==> src/hdl/tte_pkg.sv <==
// types and constants shared by the timer table engine
// no dependencies
`timescale 1ns / 1ps
`default_nettype none
package tte_pkg;

  localparam int unsigned MAX_RESULTS = 16;
  localparam int unsigned RES_CNT_W = 5;

  typedef enum logic [2:0] {
    FN_CREATE    = 3'd0,
    FN_START     = 3'd1,
    FN_STOP      = 3'd2,
    FN_CHECK     = 3'd3,
    FN_GROUP_STP = 3'd4,
    FN_OWNER_STP = 3'd5,
    FN_CLEAR     = 3'd6,
    FN_TICK      = 3'd7
  } func_t;

  localparam logic KIND_STATUS = 1'b0;
  localparam logic KIND_EXPIRY = 1'b1;
  localparam logic ST_OK  = 1'b0;
  localparam logic ST_ERR = 1'b1;

  typedef struct packed {
    logic [7:0]  owner;
    logic [15:0] timer_id;
    logic [7:0]  group;
    logic [31:0] user_data;
    logic        rpt;
    logic        active;
    logic [23:0] period;
    logic [31:0] stop_count;
    logic [39:0] deadline;
    logic [7:0]  dest;
  } entry_t;

  typedef struct packed {
    func_t       func;
    logic [7:0]  owner;
    logic [15:0] timer_id;
    logic [7:0]  group;
    logic [31:0] user_data;
    logic        rpt;
    logic [23:0] period;
    logic [7:0]  dest;
    logic [31:0] count;
  } cmd_t;

  typedef struct packed {
    entry_t upd;
    logic   we;
    logic   match;
    logic   free;
    logic   chk_hit;
    logic   emit;
  } step_t;

endpackage
`default_nettype wire

==> src/hdl/tte_entry_unit.sv <==
// shared per-entry unit: applies the current command to one table entry
// depends on tte_pkg
`timescale 1ns / 1ps
`default_nettype none
module tte_entry_unit
  import tte_pkg::*;
(
  input  entry_t      ent,
  input  cmd_t        cmd,
  input  logic [39:0] now,
  input  logic        found,
  output step_t       res
);

  logic [39:0] reload;
  logic        match;
  entry_t      halted;

  assign reload = now + {16'd0, ent.period};
  assign match  = (ent.timer_id == cmd.timer_id) && (ent.owner == cmd.owner);

  always_comb begin
    halted = ent;
    halted.active = 1'b0;
    halted.stop_count = ent.stop_count + 32'd1;
  end

  always_comb begin
    res = '0;
    res.upd = ent;
    res.match = match;
    res.free = (ent.timer_id == 16'd0);
    res.chk_hit = match && (ent.stop_count == cmd.count);
    unique case (cmd.func)
      FN_START: begin
        if (match && !found) begin
          res.upd.deadline = reload;
          res.upd.active = 1'b1;
          res.we = 1'b1;
        end
      end
      FN_STOP: begin
        if (match && !found) begin
          res.upd = halted;
          res.we = 1'b1;
        end
      end
      FN_GROUP_STP: begin
        if (ent.group == cmd.group && ent.owner == cmd.owner) begin
          res.upd = halted;
          res.we = 1'b1;
        end
      end
      FN_OWNER_STP: begin
        if (ent.owner == cmd.owner) begin
          res.upd = halted;
          res.we = 1'b1;
        end
      end
      FN_CLEAR: begin
        res.upd = halted;
        res.upd.timer_id = 16'd0;
        res.we = 1'b1;
      end
      FN_TICK: begin
        if (ent.active && (now > ent.deadline)) begin
          if (ent.rpt) res.upd.deadline = reload;
          else res.upd.active = 1'b0;
          res.we = 1'b1;
          res.emit = (ent.dest != 8'd0);
        end
      end
      default: begin
      end
    endcase
  end

endmodule
`default_nettype wire

==> src/hdl/tte_store.sv <==
// timer table memory with per-entry valid bits; invalid entries read as zero
// depends on tte_pkg
`timescale 1ns / 1ps
`default_nettype none
module tte_store
  import tte_pkg::*;
#(
  parameter int unsigned ENTRIES = 16,
  parameter int unsigned IW = 4
) (
  input  logic          clk,
  input  logic          rst_n,
  input  logic          rd_en,
  input  logic [IW-1:0] rd_addr,
  output entry_t        rd_data,
  input  logic          wr_en,
  input  logic [IW-1:0] wr_addr,
  input  entry_t        wr_data
);

  entry_t             mem [ENTRIES];
  logic [ENTRIES-1:0] valid_r;
  entry_t             rd_data_r;
  logic               rd_ok_r;

  always_ff @(posedge clk) begin
    if (wr_en) mem[wr_addr] <= wr_data;
    if (rd_en) begin
      rd_data_r <= mem[rd_addr];
    end
  end

  always_ff @(posedge clk) begin
    if (!rst_n) begin
      valid_r <= '0;
      rd_ok_r <= 1'b0;
    end else begin
      if (wr_en) valid_r[wr_addr] <= 1'b1;
      if (rd_en) rd_ok_r <= valid_r[rd_addr];
    end
  end

  assign rd_data = rd_ok_r ? rd_data_r : '0;

endmodule
`default_nettype wire

==> src/hdl/timer_table_engine_unit.sv <==
// timer table engine top: command sequencer scanning the table one entry at a time
// depends on tte_pkg, tte_store, tte_entry_unit
//
// channel | direction | handshake          | payload
// in_     | input     | start && !busy     | in_func .. in_count
// out_    | output    | out_valid (strobe) | out_kind .. out_last
//
// each transaction reads every entry, then updates it through the single entry unit,
// in a read state and a process state per entry over the one memory port
// a final state writes the create entry or reports the status / last expiry
// reset (synchronous, rst_n low) clears the clock, the valid bits and control
// the receiver cannot stall: each result is on the out_ ports for one cycle
`timescale 1ns / 1ps
`default_nettype none
module timer_table_engine_unit
  import tte_pkg::*;
#(
  parameter int unsigned ENTRIES = 16
) (
  input  logic        clk,
  input  logic        rst_n,
  input  logic        start,
  output logic        busy,
  input  logic [2:0]  in_func,
  input  logic [7:0]  in_owner,
  input  logic [15:0] in_timer_id,
  input  logic [7:0]  in_group,
  input  logic [31:0] in_user_data,
  input  logic        in_repeat_req,
  input  logic [23:0] in_period_ms,
  input  logic [7:0]  in_dest_queue,
  input  logic [31:0] in_count,
  output logic        out_valid,
  output logic        out_kind,
  output logic        out_status,
  output logic [31:0] out_exp_user_data,
  output logic [7:0]  out_exp_group,
  output logic [15:0] out_exp_timer_id,
  output logic [31:0] out_exp_stop_count,
  output logic [7:0]  out_exp_dest,
  output logic        out_last
);

  localparam int unsigned IW = (ENTRIES > 1) ? $clog2(ENTRIES) : 1;

  typedef enum logic [3:0] {
    S_IDLE = 4'b0001,
    S_RD   = 4'b0010,
    S_PROC = 4'b0100,
    S_FIN  = 4'b1000
  } state_t;

  state_t state_r, state_nxt;
  cmd_t   cmd_r;
  logic [39:0] now_r;
  logic [IW-1:0] idx_r;
  logic   found_r;     // a matching entry was seen earlier in the scan
  logic   chk_r;       // check command found an equal stop count
  logic   free_ok_r;   // a free entry was seen
  logic [IW-1:0] match_idx_r, free_idx_r;
  entry_t match_ent_r, free_ent_r;
  logic   hold_v_r;    // an expiry waits for the next one to learn if it is last
  entry_t hold_r;
  logic [RES_CNT_W-1:0] n_r;

  entry_t rd_data;
  step_t  step;
  logic   st_wr_en;
  logic [IW-1:0] st_wr_addr;
  entry_t st_wr_data;
  logic   idx_last;
  logic   accept;

  // output registers
  logic        ov_r, ok_r, os_r, ol_r;
  logic        ov_nxt;
  entry_t      oe_r;

  assign accept   = start && (state_r == S_IDLE);
  assign busy     = (state_r != S_IDLE);
  assign idx_last = (idx_r == IW'(ENTRIES - 1));

  tte_store #(.ENTRIES(ENTRIES), .IW(IW)) u_store (
    .clk     (clk),
    .rst_n   (rst_n),
    .rd_en   (state_r == S_RD),
    .rd_addr (idx_r),
    .rd_data (rd_data),
    .wr_en   (st_wr_en),
    .wr_addr (st_wr_addr),
    .wr_data (st_wr_data)
  );

  tte_entry_unit u_unit (
    .ent   (rd_data),
    .cmd   (cmd_r),
    .now   (now_r),
    .found (found_r),
    .res   (step)
  );

  // create entry built from the scan results
  entry_t  cr_ent;
  logic    cr_ok;
  logic [IW-1:0] cr_idx;
  always_comb begin
    cr_ok  = (cmd_r.timer_id != 16'd0) && (found_r || free_ok_r);
    cr_idx = found_r ? match_idx_r : free_idx_r;
    cr_ent = found_r ? match_ent_r : free_ent_r;
    if (!found_r) begin
      cr_ent.owner    = cmd_r.owner;
      cr_ent.timer_id = cmd_r.timer_id;
      cr_ent.dest     = cmd_r.dest;
    end
    cr_ent.group     = cmd_r.group;
    cr_ent.user_data = cmd_r.user_data;
    cr_ent.rpt       = cmd_r.rpt;
    cr_ent.period    = cmd_r.period;
    cr_ent.active    = 1'b0;
    cr_ent.deadline  = 40'd0;
  end

  always_comb begin
    st_wr_en   = 1'b0;
    st_wr_addr = idx_r;
    st_wr_data = step.upd;
    if (state_r == S_PROC) begin
      st_wr_en = step.we;
    end else if (state_r == S_FIN && cmd_r.func == FN_CREATE) begin
      st_wr_en   = cr_ok;
      st_wr_addr = cr_idx;
      st_wr_data = cr_ent;
    end
  end

  always_comb begin
    state_nxt = state_r;
    unique case (state_r)
      S_IDLE: if (start) state_nxt = S_RD;
      S_RD:   state_nxt = S_PROC;
      S_PROC: state_nxt = idx_last ? S_FIN : S_RD;
      S_FIN:  state_nxt = S_IDLE;
      default: state_nxt = S_IDLE;
    endcase
  end

  // strobe: a held expiry goes out when the next one arrives, the final result at the end
  always_comb begin
    ov_nxt = 1'b0;
    if (state_r == S_PROC && step.emit && n_r < RES_CNT_W'(MAX_RESULTS) && hold_v_r)
      ov_nxt = 1'b1;
    if (state_r == S_FIN && (cmd_r.func != FN_TICK || hold_v_r)) ov_nxt = 1'b1;
  end

  always_ff @(posedge clk) begin
    if (!rst_n) begin
      state_r   <= S_IDLE;
      now_r     <= 40'd0;
      idx_r     <= '0;
      found_r   <= 1'b0;
      chk_r     <= 1'b0;
      free_ok_r <= 1'b0;
      hold_v_r  <= 1'b0;
      n_r       <= '0;
      ov_r      <= 1'b0;
    end else begin
      state_r <= state_nxt;
      ov_r    <= ov_nxt;
      if (accept) begin
        idx_r     <= '0;
        found_r   <= 1'b0;
        chk_r     <= 1'b0;
        free_ok_r <= 1'b0;
        hold_v_r  <= 1'b0;
        n_r       <= '0;
        if (func_t'(in_func) == FN_TICK) now_r <= now_r + 40'd1;
      end
      if (state_r == S_PROC) begin
        if (!idx_last) idx_r <= idx_r + IW'(1);
        if (step.match) found_r <= 1'b1;
        if (step.chk_hit) chk_r <= 1'b1;
        if (step.free) free_ok_r <= 1'b1;
        if (step.emit && n_r < RES_CNT_W'(MAX_RESULTS)) begin
          n_r      <= n_r + RES_CNT_W'(1);
          hold_v_r <= 1'b1;
        end
      end
    end
  end

  // payload registers
  always_ff @(posedge clk) begin
    if (accept) begin
      cmd_r.func      <= func_t'(in_func);
      cmd_r.owner     <= in_owner;
      cmd_r.timer_id  <= in_timer_id;
      cmd_r.group     <= in_group;
      cmd_r.user_data <= in_user_data;
      cmd_r.rpt       <= in_repeat_req;
      cmd_r.period    <= in_period_ms;
      cmd_r.dest      <= in_dest_queue;
      cmd_r.count     <= in_count;
    end
    if (state_r == S_PROC) begin
      if (step.match && !found_r) begin
        match_idx_r <= idx_r;
        match_ent_r <= rd_data;
      end
      if (step.free && !free_ok_r) begin
        free_idx_r <= idx_r;
        free_ent_r <= rd_data;
      end
      if (step.emit && n_r < RES_CNT_W'(MAX_RESULTS)) begin
        hold_r <= rd_data;
        ok_r <= KIND_EXPIRY;
        os_r <= ST_OK;
        oe_r <= hold_r;
        ol_r <= 1'b0;
      end
    end
    if (state_r == S_FIN) begin
      ol_r <= 1'b1;
      if (cmd_r.func == FN_TICK) begin
        ok_r <= KIND_EXPIRY;
        os_r <= ST_OK;
        oe_r <= hold_r;
      end else begin
        ok_r <= KIND_STATUS;
        oe_r <= '0;
        priority case (cmd_r.func)
          FN_CREATE: os_r <= cr_ok ? ST_OK : ST_ERR;
          FN_CHECK:  os_r <= chk_r ? ST_OK : ST_ERR;
          default:   os_r <= ST_OK;
        endcase
      end
    end
  end

  assign out_valid          = ov_r;
  assign out_kind           = ok_r;
  assign out_status         = os_r;
  assign out_exp_user_data  = oe_r.user_data;
  assign out_exp_group      = oe_r.group;
  assign out_exp_timer_id   = oe_r.timer_id;
  assign out_exp_stop_count = oe_r.stop_count;
  assign out_exp_dest       = oe_r.dest;
  assign out_last           = ol_r;

`ifndef ASSERT_OFF
  a_out_busy: assert property (@(posedge clk) disable iff (!rst_n)
    out_valid |-> $past(busy)) else $error("result outside a transaction");
  a_status_last: assert property (@(posedge clk) disable iff (!rst_n)
    (out_valid && out_kind == KIND_STATUS) |-> out_last)
    else $error("status result not last");
  a_exp_dest: assert property (@(posedge clk) disable iff (!rst_n)
    (out_valid && out_kind == KIND_EXPIRY) |-> (out_exp_dest != 8'd0))
    else $error("expiry without destination");
  a_last_idle: assert property (@(posedge clk) disable iff (!rst_n)
    (out_valid && out_last) |-> !busy) else $error("last result while busy");
`endif

endmodule
`default_nettype wire

==> config.mk <==
export PLATFORM = sky130hd
export DESIGN_NAME = timer_table_engine_unit
export DESIGN_NICKNAME = d
export VERILOG_FILES = /design/src/hdl/tte_pkg.sv /design/src/hdl/tte_entry_unit.sv /design/src/hdl/tte_store.sv /design/src/hdl/timer_table_engine_unit.sv
export SDC_FILE = /design/constraint.sdc
export NUM_CORES = 2
export LEC_CHECK = 0
export BUFFER_PORTS_ARGS = -buffer_cell sky130_fd_sc_hd__buf_4
export CAP_MARGIN = 20
export CORE_UTILIZATION = 35
export DETAILED_ROUTE_END_ITERATION = 6
export SYNTH_ARGS = -nofsm -noshare
export SYNTH_HDL_FRONTEND = slang
export SYNTH_SLANG_ARGS = --single-unit
export TNS_END_PERCENT = 50
==> constraint.sdc <==
create_clock -name clk -period 45.6 [get_ports clk]
set_input_delay 9.12 -clock clk [delete_from_list [all_inputs] [get_ports clk]]
set_output_delay 9.12 -clock clk [all_outputs]
set_load 0.02 [all_outputs]
=== After elaboration in Yosys (flattened, before gate mapping) ===
Memory sizes are Yosys's and may differ from the RTL's. A register that Yosys moved wholly into a read port is not among the register bits.
Cells that the tools add are included.

* Register bits after elaboration: 816
* RAM bits: 2720
* Input port bits: 135
* Output and inout port bits: 101
* Memories kept: 1

* $add $sub $neg: 5
* Magnitude comparators: 5
* Equality and inequality tests: 20
* Mux-type cells: 74
* Bitwise operators: 1
* Reductions and logical operators: 30

{| class="wikitable"
|+ Memory list
! memory !! depth !! width !! rd ports !! clocked after memory_dff !! wr ports !! RTL line !! source
|-
| u_store.mem || 16 || 170 || 1 || 1 || 1 || tte_store.sv:21 || <nowiki>entry_t mem [ENTRIES];</nowiki>
|}

{| class="wikitable"
|+ Operators by type and width
! operator !! count
|-
| two-way mux 170 bit || 4
|-
| two-way mux 162 bit || 4
|-
| two-way mux 106 bit || 3
|-
| one-hot mux 57 bit (4 select lines) || 1
|-
| one-hot mux 56 bit (4 select lines) || 1
|-
| one-hot mux 40 bit (5 select lines) || 1
|-
| two-way mux 40 bit || 3
|-
| adder 40 x 1 -> 40 bit (second input constant) || 1
|-
| adder 40 x 24 -> 40 bit || 1
|-
| greater-than comparator 40 bit || 1
|-
| two-way mux 1 bit || 37
|-
| adder 32 x 1 -> 32 bit (second input constant) || 1
|-
| equality test 32 bit || 1
|-
| two-way mux 4 bit || 8
|-
| two-way mux 24 bit || 1
|-
| one-hot mux 8 bit (3 select lines) || 1
|-
| equality test 16 bit || 1
|-
| equality test 8 bit || 2
|-
| zero test 16 bit || 1
|-
| OR 16 bit || 1
|-
| nonzero test 16 bit || 1
|-
| equality test 3 bit (second input constant) || 5
|-
| logical AND 1 bit || 15
|-
| two-way mux 5 bit || 3
|-
| other kinds (26) || 37
|}

=== Logic depth before layout (Yosys ltp) ===
* Depth in word-level cells: 10
* Gate-level depth with buffers: 22
* Depth with buffers taken out: 12

=== Hierarchy ===
A second synthesis with hierarchy kept.

* Cells, all modules: 6409
* Area total of the unflattened synthesis: 133339.1 um^2

{| class="wikitable"
|+ By module, submodules not included
! module !! times used !! cells each !! area an instance (um^2) !! sequential area each (um^2)
|-
| tte_store || 1 || 4468 || 109332.4 || 87123.6
|-
| timer_table_engine_unit || 1 || 1216 || 18751.7 || 14093.5
|-
| tte_entry_unit || 1 || 725 || 5255.0 || 0.0
|}

=== Worst setup path after synthesis ===
OpenSTA, ideal clock, no wires.

* Path kind: reg2reg
* Start: register state_r[1]
* End: register state_r[2]
* Arrival: 19.017 ns
* Data required time: 45.441 ns
* Path slack: 26.424 ns
* Cell stages (with the launch flop): 3
* Period minus slack after synthesis: 19.176 ns
* Path through: dfxtp_1 > nor4b_1 > and2_1

* Word-level cells in the longest chain between the ends: 2

{| class="wikitable"
|+ RTL lines
! element !! RTL line !! source
|-
| start, declared || timer_table_engine_unit.sv:53 || <nowiki>state_t state_r, state_nxt;</nowiki>
|-
| start signal, assigned || timer_table_engine_unit.sv:167 || <nowiki>state_r <= state_nxt;</nowiki>
|-
| equality test 4 x 3 -> 1 bit, or another cell as far along || timer_table_engine_unit.sv:138 || <nowiki>unique case (state_r)</nowiki>
|-
| one-hot mux 4 bit (3 select lines) / != test 2 bit (equally long branches) || - ||
|}

Several ways; a longest one is shown, not always the timed one.
A chain may end at the register's enable or synchronous reset.

=== Final worst setup path ===
* Start: register state_r[3]
* End: output busy

* Word-level cells in the longest chain between the ends: 1

{| class="wikitable"
|+ RTL lines
! element !! RTL line !! source
|-
| != test 4 x 1 -> 1 bit || timer_table_engine_unit.sv:80 || <nowiki>assign busy = (state_r != S_IDLE);</nowiki>
|-
| end, declared || timer_table_engine_unit.sv:23 || <nowiki>output logic busy,</nowiki>
|}

Every way passes these cells.

==> results.md <==
- Outcome: complete, no violations
- Switch share: 0.201
- Slew headroom: 0.0931
- Worst Hold Class: reg2reg
- Gate power share: 0.007
- Avg Inst Size Synth: about 18 um2
- GRT Overall Usage: 0.177
- R2r startpoint: u_store.rd_ok_r$_SDFFE_PN0P_
- Fmax: a little under 90 MHz
- Fill count: approximately 34000
- Critical path class: reg2out
- Remaining Overflow, GRT: 0
- Ys Warns: 0
- Postcts setup bufs: 0
- Post-Synthesis Cells: approximately 7500
- Fin. Hold Viols: 0
- Number of flops mapped to enable cells by yosys: between 3000 and 4000
- CORE AREA: approximately 380000 um2
- Slew Limit Fails: 0
- Row count: 226
- TritonCTS clock tree: yes
- Register area share after synthesis: 0.755
- Die area: slightly below 400000 um2
- Detailed placement HPWL: 180000 um
- Worst VDD drop: 0.0330 mV
- Root Buffer: clkbuf_16
- DR vias: 71600
- Clock sinks: 3396
- Period Utilization, post-route: 0.246
- Largest net degree at the start of global routing: about 130
- Area delta synth->final: 15.4%
- Leak Pwr: around 51 nW
- Synth cell types: 73
- Die H: 621 um
- Fraction of layout cells with a size suffix above 1: 0.202
- Internal power: slightly above 5 mW
- Io pins: 236
- CP Capture Type: output pin
- Antenna Nets Post-Route: 0
- Syn Std Cell Area: ~130000 um2
- Clock power share: 0.460
- Fin nets: 8075
- Final setup skew: between 0.1 and 0.15 ns
- Final worst path period need: ~11 ns
- Synth Register Bits: around 3400
- Initial antenna violation count: 19
- Total Power: between 6 and 7 mW
- Vias in the first global route: 72900
- IO Port Bufs: 235
- RSZ-0062 raised after global routing: false
- Ys flop type: edfxtp_1
- Worst EP required: about 36 ns
- Psw: roughly 1.3 mW
- Ys async rst share: 0
- Initial Util: 0.353
- Starting DRT DRC Count: roughly 7300
- Worst skew pair latency: 0.97 ns
- Hold path startpoint: out_last$_SDFFE_PP1P_
- Worst endpoint data arrival time: roughly 2.1 ns
- Reg area: 101000 um2
- Area of the multi-input gates: 31400 um2
- Routed WL: 353000 um
- Final Setup Violations: 0
- Cts hold-fix bufs: 0
- Reg clk slew, reported paths: approximately 0.050 ns
- Routability cong.: between 0.8 and 0.9
- Power Density: 41.3 nW/um2
- Via/cell ratio: between 5 and 6
- Startpoint types: flop
- Reg power frac: 0.533
- CTS Buf Count: approximately 360
- Initial DRT Pass Iterations: 6
- Post-cts resize count: 0
- Die W: about 620 um
- Routed wire length per instance: ~27 um
- CTS H-tree depth: 5
- Setup TNS: 0 ns
- DRC Markers: 0
- First-pass GRT wire length: roughly 510000 um
- Crit path max fanout: 4
- Maxcap violations: 0
- Syn_nets: approximately 7700
- Crit path launch: state_r[3]$_SDFFE_PN0P_
- Max Buffers Root-to-Sink: 4
- Worst Tran Pin Value: approximately 1.4 ns
==> path summary, 6_finish.rpt <==
path	endpoint	slack (ns)	cells past startpoint
hold / removal	out_last$_SDFFE_PP1P_	0.44	2
hold reg to reg	out_last$_SDFFE_PP1P_	0.44	2
setup / recovery	busy	34.36	3
setup reg to reg	u_store.mem[3][98]$_DFFE_PP_	37.70	15
==> cell type report <==
class / count / area share
clock buffers: 425 / 0.0614
repair buffers: 467 / 0.0247
well taps: 5016 / 0.0406
diodes: 4 / 0.0000647
flip-flops and latches: 3396 / 0.654
multi-input cells: 3600 / 0.203
clock inverters: 228 / 0.0151
inverters: 44 / 0.00113
==> through the flow <==
step	hold WS [ns]	area [um2]	setup slack (ns)	std cells	util
after floorplan	0.420	134000	26.42	7451	-
after global placement	0.434	143000	33.62	12500	0.375
after detailed placement	0.439	143000	33.42	12500	0.376
after CTS	0.448	155000	34.27	13200	0.407
after global routing	0.475	155000	34.22	13200	0.407
final	0.444	155000	34.36	13200	0.407
==> logic make-up after synthesis <==
logic type                 after synthesis  share of synthesized area
DFF                                   3396                      0.755
muxes                                 1170                      0.122
adders and majority gates               69                    0.00649
AOI/OAI and AO/OA                     1226                     0.0577
and+or+nand+nor                       1018                     0.0384
buffers and inverters                  455                     0.0131
xor gates and xnor gates               117                    0.00764
==> synth_stat cells, types with 8 or more instances <==
| cell type | instances | share of area |
|---|---|---|
| edfxtp_1 | 3320 | 0.74 |
| nor4_1 | 24 | 0.0011 |
| a221oi_1 | 169 | 0.011 |
| mux2_2 | 245 | 0.021 |
| a32oi_1 | 10 | 0.00065 |
| buf_2 | 14 | 0.00052 |
| and2_1 | 236 | 0.011 |
| nor3_1 | 22 | 0.00082 |
| o21ai_0 | 458 | 0.017 |
| buf_1 | 71 | 0.0020 |
| nand4_1 | 36 | 0.0017 |
| nand2_1 | 380 | 0.011 |
| a21o_1 | 10 | 0.00056 |
| nor2_1 | 106 | 0.0030 |
| a21boi_0 | 15 | 0.00084 |
| a22oi_1 | 183 | 0.010 |
| o31ai_1 | 9 | 0.00050 |
| inv_1 | 44 | 0.0012 |
| o21a_1 | 9 | 0.00050 |
| nor2b_1 | 28 | 0.0013 |
| dfxtp_1 | 76 | 0.011 |
| and3_1 | 32 | 0.0015 |
| a31oi_1 | 12 | 0.00056 |
| ha_1 | 68 | 0.0063 |
| a21oi_1 | 238 | 0.0089 |
| nor4bb_1 | 12 | 0.00090 |
| o211ai_1 | 12 | 0.00067 |
| xnor2_1 | 77 | 0.0050 |
| mux2i_1 | 577 | 0.043 |
| o22ai_1 | 8 | 0.00037 |
| mux4_2 | 348 | 0.058 |
| xor2_1 | 40 | 0.0026 |
| clkbuf_1 | 317 | 0.0089 |
| or3_1 | 18 | 0.00084 |
| a211oi_1 | 50 | 0.0028 |
| nand3_1 | 77 | 0.0029 |
==> placed cells by master (no fill, tap or decap), drive strengths merged, types with 18 or more instances in the layout <==
cell	n
nand2	380
and2	239
nand3	77
a221oi	169
a211oi	51
xnor2	77
a22oi	183
and3	32
clkinv	152
clkinvlp	19
nor4	26
clkbuf	425
mux4	348
mux2i	577
a21oi	238
ha	68
o21ai	458
dfxtp	76
nand4	36
nor2b	28
inv	66
xor2	40
nor2	107
nor3	22
mux2	245
edfxtp	3320
or3	18
bufinv	35
buf	467
==> state kept, by name, summed over array words and instances, names as in the netlist, 4 cells and up <==
signal              count
cmd_r                 132
free_idx_r              4
out_exp_dest            8
u_store.rd_data_r     170
state_r                 4
free_ent_r             32
out_exp_user_data      32
idx_r                   4
out_exp_group           8
n_r                     5
hold_r                 96
u_store.valid_r        16
out_exp_stop_count     32
match_idx_r             4
match_ent_r            64
out_exp_timer_id       16
now_r                  40
u_store.mem          2720
==> power groups by stage <==
stage               Clock, mW  Sequential [mW]  Combinational, mW
detailed placement          0             3.47             0.0475
global placement            0             3.48             0.0455
floorplan                   0             3.47             0.0241
global route             3.12             3.41             0.0512
finish                   2.94             3.41             0.0475
CTS                      3.00             3.41             0.0477
==> critical path: stages, from the launching register on <==
cell     delay [ns]
dfxtp_1        0.34
nor4b_1        0.53
inv_1          0.15
buf_4          0.21
==> metal layers <==
layer | up-vias | global-route usage | wire length (um)
met5 | - | 0 | 13
met4 | 2 | 0.0541 | 11100
met3 | 538 | 0.0254 | 23300
met2 | 2635 | 0.292 | 169000
met1 | 37600 | 0.243 | 149000
li1 | 30900 | - | -
(Power assumes the default switching activity.)
